**config.mk**
```make
export PLATFORM = sky130hd
export DESIGN_NAME = rgb3us_window
export DESIGN_NICKNAME = d
export VERILOG_FILES = /design/src/rtl/rgb3us_pkg.sv /design/src/rtl/rgb3us_window.sv
export SDC_FILE = /design/constraint.sdc
export NUM_CORES = 1
export LEC_CHECK = 0
export ABC_AREA = 1
export BUFFER_PORTS_ARGS = -buffer_cell sky130_fd_sc_hd__buf_4
export CORE_AREA = 5 5 255 207
export CTS_CLUSTER_DIAMETER = 40
export CTS_CLUSTER_SIZE = 24
export DETAILED_ROUTE_END_ITERATION = 12
export DIE_AREA = 0 0 260 212
export PLACE_DENSITY = 0.53
export SLEW_MARGIN = 20
export SYNTH_ARGS = -nofsm -noshare
export SYNTH_HDL_FRONTEND = slang
export SYNTH_SLANG_ARGS = --single-unit
```
**constraint.sdc**
```tcl
create_clock -name clk -period 17.8 [get_ports clk]
set_clock_uncertainty 0.1 [all_clocks]
set_input_delay 1.78 -clock clk [delete_from_list [all_inputs] [get_ports clk]]
set_output_delay 1.78 -clock clk [all_outputs]
set_load 0.01 [all_outputs]
```
**src/rtl/rgb3us_pkg.sv**
```systemverilog
// Package with the types and constants of the 3x3 unsharp sharpening filter.
package rgb3us_pkg;

  localparam int DEF_MAX_WIDTH  = 1024;
  localparam int DEF_MAX_HEIGHT = 4096;

  localparam int CFG_INDEX_W    = 2;
  localparam int CFG_DATA_W     = 13;
  localparam int IMAGE_WIDTH_W  = 11;
  localparam int IMAGE_HEIGHT_W = 13;

  localparam logic [IMAGE_WIDTH_W-1:0]  IMAGE_WIDTH_RST  = 11'd640;
  localparam logic [IMAGE_HEIGHT_W-1:0] IMAGE_HEIGHT_RST = 13'd480;

  typedef enum logic [CFG_INDEX_W-1:0] {
    REG_IMAGE_WIDTH  = 2'd0,
    REG_IMAGE_HEIGHT = 2'd1
  } cfg_reg_t;

  typedef struct packed {
    logic [7:0] red;
    logic [7:0] green;
    logic [7:0] blue;
  } pixel_t;

  typedef struct packed {
    logic       req_type;
    logic [7:0] red_in;
    logic [7:0] green_in;
    logic [7:0] blue_in;
  } pixel_item_t;

  typedef struct packed {
    logic [7:0] red_out;
    logic [7:0] green_out;
    logic [7:0] blue_out;
    logic       frame_end;
  } result_item_t;

  typedef struct packed {
    pixel_t older;
    pixel_t prev;
    pixel_t cur;
  } column_t;

  typedef struct packed {
    logic valid;
    logic emit;
    logic interior;
    logic last;
  } stage_ctl_t;

endpackage

```
**src/rtl/rgb3us_window.sv**
```systemverilog
// Window column sums, centre pixels and the per-channel sharpening arithmetic.
module rgb3us_window (
  input  logic                     clk,
  input  logic                     rst,
  input  logic                     adv,
  input  rgb3us_pkg::stage_ctl_t   s1_ctl,
  input  rgb3us_pkg::column_t      column,
  output logic                     res_valid,
  output rgb3us_pkg::result_item_t res_item
);

  // floor(s / 9) equals (s * 7282) >> 16 for every window sum up to 2295.
  localparam logic [12:0] DIV9_MUL   = 13'd7282;
  localparam int          DIV9_SHIFT = 16;

  typedef struct packed {
    logic [9:0] red;
    logic [9:0] green;
    logic [9:0] blue;
  } col_sum_t;

  rgb3us_pkg::stage_ctl_t s2_ctl;
  col_sum_t               cs0;
  col_sum_t               cs1;
  col_sum_t               cs2;
  col_sum_t               new_sum;
  rgb3us_pkg::pixel_t     mid1;
  rgb3us_pkg::pixel_t     mid2;
  logic [7:0]             sharp_red;
  logic [7:0]             sharp_green;
  logic [7:0]             sharp_blue;

  function automatic logic [9:0] add3(input logic [7:0] a, input logic [7:0] b,
                                      input logic [7:0] c);
    return {2'b00, a} + {2'b00, b} + {2'b00, c};
  endfunction

  function automatic logic [7:0] sharpen(input logic [7:0] centre, input logic [9:0] a,
                                         input logic [9:0] b, input logic [9:0] c);
    logic [11:0] sum;
    logic [24:0] prod;
    logic [9:0]  dbl;
    logic [9:0]  mean;
    logic [9:0]  diff;
    sum  = {2'b00, a} + {2'b00, b} + {2'b00, c};
    prod = {13'd0, sum} * {12'd0, DIV9_MUL};
    mean = {2'b00, prod[DIV9_SHIFT +: 8]};
    dbl  = {1'b0, centre, 1'b0};
    diff = dbl - mean;
    if (dbl < mean) begin
      return 8'd0;
    end else if (diff > 10'd255) begin
      return 8'd255;
    end
    return diff[7:0];
  endfunction

  assign new_sum.red   = add3(column.older.red, column.prev.red, column.cur.red);
  assign new_sum.green = add3(column.older.green, column.prev.green, column.cur.green);
  assign new_sum.blue  = add3(column.older.blue, column.prev.blue, column.cur.blue);

  always_ff @(posedge clk) begin
    if (rst) begin
      s2_ctl <= '0;
    end else if (adv) begin
      s2_ctl <= s1_ctl;
    end
  end

  always_ff @(posedge clk) begin
    if (adv && s1_ctl.valid) begin
      cs0  <= cs1;
      cs1  <= cs2;
      cs2  <= new_sum;
      mid1 <= mid2;
      mid2 <= column.prev;
    end
  end

  assign sharp_red   = sharpen(mid1.red, cs0.red, cs1.red, cs2.red);
  assign sharp_green = sharpen(mid1.green, cs0.green, cs1.green, cs2.green);
  assign sharp_blue  = sharpen(mid1.blue, cs0.blue, cs1.blue, cs2.blue);

  assign res_valid          = s2_ctl.valid && s2_ctl.emit;
  assign res_item.red_out   = s2_ctl.interior ? sharp_red : mid1.red;
  assign res_item.green_out = s2_ctl.interior ? sharp_green : mid1.green;
  assign res_item.blue_out  = s2_ctl.interior ? sharp_blue : mid1.blue;
  assign res_item.frame_end = s2_ctl.last;

endmodule

```
After elaboration in Yosys (flattened, before gate mapping):

Cells that the tools add are included.

* register bits after elaboration: 142
* input bits: 79

* add/sub/neg operators: 15
* multipliers: 3
* order comparisons: 6
* multiplexer cells: 18
* reduce and logical (&&, ||, !) cells: 2

Operator list (count)
* $mux W8: 12
* $mul A12 B12 Y23 const B: 3
* $add A11 B10 Y12: 3
* $add A10 B10 Y11: 3
* $add A9 B8 Y10: 3
* $gt A10 B8 Y1 const B: 3
* $sub A9 B8 Y10: 3
* $add A8 B8 Y9: 3
* $lt A9 B8 Y1: 3
* $mux W1: 6
* $logic_and A1 B1 Y1: 2

Logic depth before layout (Yosys ltp):

Gate-level depths: netlist (run 1).

* depth after elaboration: 9
* depth in mapped cells: 50
* mapped depth without buffers: 50

Worst setup path after synthesis (run 1):

Ideal clock, no wire load.

* path type: flip-flop to output port
* start point: reg cs0[1] in the netlist's numbering
* end point: out res_item[5] in the netlist's numbering
* arrival time: 7.544 ns
* path slack: 8.376 ns
* cell stages (with the launch flop): 46
* buffers on the path: 0
* path through: edfxtp_1 > fa_1 > ha_1 > inv_1 > fa_1 > o21ai_2 > a21oi_1 > o21ai_2 > xor2_2 > xnor2_1 > inv_1 > ha_1 > a21o_1 > ha_1 > inv_1 > fa_1 > inv_1 > fa_1 > (+10 left out) > nand2_1 > nand2_1 > nand2_1 > nand2_1 > nand2_1 > nand2_1 > nand2_1 > nand2_1 > xor2_1 > ha_1 > inv_1 > o31a_1 > nand3_1 > nand2_1 > inv_1 > nand2_2 > or2_0 > a21oi_1

RTL lines
* from (decl): line rgb3us_window.sv:23 `col_sum_t cs0;`
* from (signal assigned): line rgb3us_window.sv:72 `cs0 <= cs1;`
* to (decl): line rgb3us_window.sv:9 `output rgb3us_pkg::result_item_t res_item`

==> results.sh, run 1 <==
export IMPL_antenna_cells=0
export IMPL_synth_cell_type_count=46
export IMPL_cts_buffers=17
export IMPL_syn2layout_area_growth_pct=14.3
export IMPL_max_slew_margin_pct=48.4
export IMPL_worstMarginPinSlew_ns=0.774
export IMPL_min_path_type="reg2reg"
export IMPL_track_usage_pct=12.1
export IMPL_timing_final_max_slew_violations=0
export IMPL_placedCellCount=2335
export IMPL_grt_overflow_total=0
export IMPL_grt_max_degree=80
export IMPL_port_buffer_count=104
export IMPL_io_pins=105
export IMPL_rows=74
export IMPL_worstSkewPairLatency_ns=0.42
export IMPL_cts_setup_buffers=0
export IMPL_synth_area_mm2=0.0153
export IMPL_hold_viol_final=0
export IMPL_wl_per_cell_um=13.7
export IMPL_yosysSeqAreaShare_pct=27.6
export IMPL_synthArstFlopShare_pct=0
export IMPL_post_cts_resized=0
export IMPL_whs_path_depth=0
export IMPL_dieArea_mm2=0.0551
export IMPL_antenna_found_initial=0
export IMPL_syn_inst=1549
export IMPL_setup_tns_ns=0
export IMPL_drc=0
export IMPL_cts_tree="done"
export IMPL_wl_um=32300
export IMPL_synth_edf_count=138
export IMPL_fp_dieW_um=260
export IMPL_yosys_warnings=0
export IMPL_drv_max_cap_violation_count=0
export IMPL_layoutNonFillerInstCount=2367
export IMPL_initial_core_util_pct=30.5
export IMPL_fin_nets=2149
export IMPL_cts_hold_buf=0
export IMPL_slowest_delay_ns=0.55
export IMPL_synth_area_leaders="edfxtp_1 27%, ha_1 22%, fa_1 17%"
export IMPL_rsz0062_at_grt="false"
export IMPL_die_h_um=212
export IMPL_crit_arrival_ns=9.15
export IMPL_critPathSlowestCell="fa_1"
export IMPL_viasPerCell=4.41
export IMPL_min_period_ns=11.03
export IMPL_startpoint_type="register"
export IMPL_crit_type="reg2out"
export IMPL_status="completed"
export IMPL_worstSetupEndpointType="primary output"
export IMPL_setup_viol_count_final=0
export IMPL_r2r_cells=0
export IMPL_finalCritPeriodShare_pct=62.0
export IMPL_yosys_area_top_type="edfxtp_1"
export IMPL_coreArea_mm2=0.0503
export IMPL_drt_iter0_markers=451
export IMPL_path_max_fanout=7
export IMPL_final_layout_size_suffix_gt1_share_pct=10.6
export IMPL_clock_path_buffers=2
export IMPL_routabilityCongestion=0.881
export IMPL_vias=10400
export IMPL_root_buffer="clkbuf_16"
export IMPL_synth_top_area_share_pct=27.0
export IMPL_path_clk_slew_ns=0.06
export IMPL_synth_top_flop_cell="edfxtp_1"
export IMPL_grt_pass1_vias=10800
export IMPL_numClockSinks=142
export IMPL_syn_avg_cell_area_um2=9.89
export IMPL_htree_num_levels=4
export IMPL_grt_first_pass_wirelength_um=54400
export IMPL_postRouteAntennaNets=0
export IMPL_critPathRequiredTime_ns=15.92
export IMPL_max_freq_ghz=0.0907
export IMPL_synth_nets=2028
export IMPL_hpwlAfterDp_um=28200
export IMPL_synth_commonest_cells="272 x ha_1, 272 x inv_1, 244 x nand2_1"
export IMPL_synth_seq_cells=142
export IMPL_firstDrtPassIters=5
export IMPL_final_core_utilization_pct=34.8
-- sequential cells by signal, summed over array words and instances (netlist names) --
| register | flops |
|---|---|
| cs0 | 30 |
| cs1 | 30 |
| cs2 | 30 |
| mid1 | 24 |
| mid2 | 24 |
| res_item | 1 |
| s2_ctl | 3 |
-- critical path, delay by kind of cell (launching register included) --
kind	cells	cell delay, ns
flops	1	0.39
simple gates	10	0.79
buf+inv	10	0.88
xor+xnor	3	0.82
fa+ha+maj	10	4.04
compound gates	8	1.78
-- cell type report --
| type | count | area, um^2 |
|---|---|---|
| fill | 5092 | 32800 |
| multi-input combinational | 1125 | 10000 |
| sequential | 142 | 4220 |
| inverter | 278 | 1050 |
| tap | 684 | 856 |
| timing repair buffer | 106 | 796 |
| clock buffer | 18 | 429 |
| clock inverter | 14 | 124 |
-- per-stage QoR --
| step | hold WS (ns) | setup slack (ns) | cell area [um^2] |
|---|---|---|---|
| 2_1_floorplan | 0.300 | 8.38 | 15300 |
| 3_3_place_gp | 0.303 | 7.33 | 17000 |
| 3_5_place_dp | 0.305 | 7.26 | 17000 |
| 4_1_cts | 0.321 | 6.76 | 17500 |
| 5_1_grt | 0.337 | 6.16 | 17500 |
| 6_report | 0.320 | 6.77 | 17500 |
-- path summary, 6_finish.rpt --
path | slack [ns] | endpoint | startpoint
min reg2reg | 0.32 | mid1[16] | mid2[16]
min | 0.32 | mid1[16] | mid2[16]
max | 6.77 | res_item[21] | cs0[21]
max reg2reg | 16.96 | cs1[7] | cs2[7]
-- metal layers --
layer / vias to the layer above / part of all wire (%) / GRT usage, % / wire, um
met5: - / 0 / 0 / 0
met2: 168 / 44 / 19.2 / 14200
li1: 5393 / - / - / -
met1: 4861 / 52 / 18.1 / 16700
met3: 12 / 3.9 / 1.76 / 1270
met4: 0 / 0.68 / 2.09 / 220
-- cells in the final DEF, fill, tap and decap left out, drive strengths merged, types with 46 or more instances in the layout --
master,n
inv,285
buf,106
xor2,65
nor2,76
edfxtp,138
fa,128
a21oi,122
xnor2,46
ha,272
nand2,248
-- kinds of logic after synthesis --
logic type / count (synthesis) / synth area share, %
AOI/OAI and AO/OA: 217 / 8.53
DFF: 142 / 27.6
xor gates and xnor gates: 111 / 7.33
adders and majority gates: 400 / 38.9
buffers and inverters: 282 / 6.93
and+or+nand+nor: 397 / 10.7
Power of run 1 is left out: the tool's default activity adds up to more than one toggle a clock period on the data nets, which glitch-free logic cannot reach.
==> run 2: changes to the inputs <==
==> constraint.sdc (replaced) <==
create_clock -name clk -period 10.3 [get_ports clk]
set_clock_uncertainty 0.1 [all_clocks]
set_input_delay 1.03 -clock clk [delete_from_list [all_inputs] [get_ports clk]]
set_output_delay 1.03 -clock clk [all_outputs]
set_load 0.01 [all_outputs]
==> results.sh, run 2 (synthesis results as in run 1) <==
export IMPL_status="completed"
export IMPL_syn2layout_area_growth_pct=16.1
export IMPL_reg2reg_slack_ns=9.45
export IMPL_grt_max_degree=80
export IMPL_drc=0
export IMPL_htree_num_levels=4
export IMPL_postRouteAntennaNets=0
export IMPL_met2_length_um=14300
export IMPL_die_h_um=212
export IMPL_cts_buffers=17
export IMPL_grt_first_pass_wirelength_um=54000
export IMPL_fp_dieW_um=260
export IMPL_worstMarginPinSlew_ns=0.797
export IMPL_viasPerCell=4.43
export IMPL_path_clk_slew_ns=0.06
export IMPL_max_slew_margin_pct=46.9
export IMPL_cts_tree="done"
export IMPL_track_usage_pct=12.1
export IMPL_coreArea_mm2=0.0503
export IMPL_finalCritPeriodShare_pct=94.9
export IMPL_clock_path_buffers=2
export IMPL_min_path_type="reg2reg"
export IMPL_rows=74
export IMPL_path_max_fanout=7
export IMPL_firstDrtPassIters=5
export IMPL_fin_nets=2156
export IMPL_r2r_end="cs1[7]"
export IMPL_numClockSinks=142
export IMPL_rsz0062_at_grt="true"
export IMPL_final_area_mm2=0.0178
export IMPL_crit_start="cs0[21]"
export IMPL_slowest_delay_ns=0.55
export IMPL_post_place_ws_ns=0.538
export IMPL_setup_viol_count_final=0
export IMPL_io_pins=105
export IMPL_regToRegStartpoint="cs2[7]"
export IMPL_dieArea_mm2=0.0551
export IMPL_max_freq_ghz=0.102
export IMPL_top_regs="cs0: 30 flops, cs1: 30 flops, cs2: 30 flops"
export IMPL_r2r_cells=0
export IMPL_hold_viol_final=0
export IMPL_port_buffer_count=104
export IMPL_wl_um=32500
export IMPL_final_cell_mix="271 x inv_1, 271 x ha_1, 244 x nand2_1, 138 x edfxtp_1, 126 x fa_1"
export IMPL_wl_met1_um=17000
export IMPL_dr_max_layer_used="met4"
export IMPL_min_period_ns=9.77
export IMPL_placed_cell_area_mm2=0.0170
export IMPL_timing_final_max_slew_violations=0
export IMPL_crit_arrival_ns=8.64
export IMPL_worstSetupEndpointType="primary output"
export IMPL_grt_overflow_total=0
export IMPL_cp_depth=47
export IMPL_wl_met3_um=967
export IMPL_final_layout_size_suffix_gt1_share_pct=12.3
export IMPL_worst_path_buf_inv=9
export IMPL_critPathRequiredTime_ns=9.17
export IMPL_initial_core_util_pct=30.5
export IMPL_wl_per_cell_um=13.7
export IMPL_worstSkewPairLatency_ns=0.42
export IMPL_layoutNonFillerInstCount=2373
export IMPL_drv_max_cap_violation_count=0
export IMPL_root_buffer="clkbuf_16"
export IMPL_crit_top_cell="nand2_1"
export IMPL_grt_pass1_vias=10700
export IMPL_timing_final_ws_setup_ns=0.529
export IMPL_vias=10500
export IMPL_drt_iter0_markers=473
export IMPL_antenna_found_initial=0
export IMPL_critPathSlowestCell="fa_1"
export IMPL_critPathTopFamily="adder cells"
export IMPL_routabilityCongestion=0.888
export IMPL_startpoint_type="register"
export IMPL_crit_type="reg2out"
export IMPL_placedCellCount=2336
export IMPL_critical_path_endpoint="res_item[23]"
export IMPL_hpwlAfterDp_um=28200
export IMPL_antenna_cells=0
-- run 2: changes by cell type in the layout (fill, tap and decap cells not counted), sizes merged --
| cell | delta |
|---|---|
| buf | +7 |
| clkinv | -1 |
| bufinv | +3 |
| inv | -3 |
-- run 2: cell type report --
cell class / count / area (um^2)
Fill cell: 5053 / 32500
Multi-Input combinational cell: 1125 / 10200
Sequential cell: 142 / 4220
Inverter: 278 / 1060
Tap cell: 684 / 856
Timing Repair Buffer: 113 / 848
Clock buffer: 18 / 429
Clock inverter: 13 / 178
-- run 2: repair_timing --
item | CTS | global route
buffers inserted | 0 | 6
setup endpoints to repair | 0 | 23
gates resized for setup | 0 | 37
hold buffers | 0 | 0
-- run 2: metal layers --
| metal | track usage (%) | vias to the layer above |
|---|---|---|
| li1 | - | 5396 |
| met1 | 18.0 | 4943 |
| met2 | 19.1 | 147 |
| met3 | 1.71 | 19 |
| met4 | 2.11 | 0 |
| met5 | 0 | - |
-- run 2: how the worst min path moves through the flow --
stage	from	end	cells after the start
2_1_floorplan	mid2[0]	mid1[0]	0
3_3_place_gp	mid2[16]	mid1[16]	0
3_5_place_dp	mid2[17]	mid1[17]	0
4_1_cts	mid2[17]	mid1[17]	0
5_1_grt	mid2[2]	mid1[2]	0
6_report	mid2[17]	mid1[17]	0
-- run 2: metrics by stage --
step,utilization (%),hold WS (ns),setup TNS [ns]
floorplan,-,0.300,0
global placement,33.7,0.302,0
detailed placement,33.7,0.307,0
CTS,35.0,0.321,0
global route,35.4,0.331,-0.00768
finish,35.4,0.318,0
Power of run 2 is left out for the same reason.
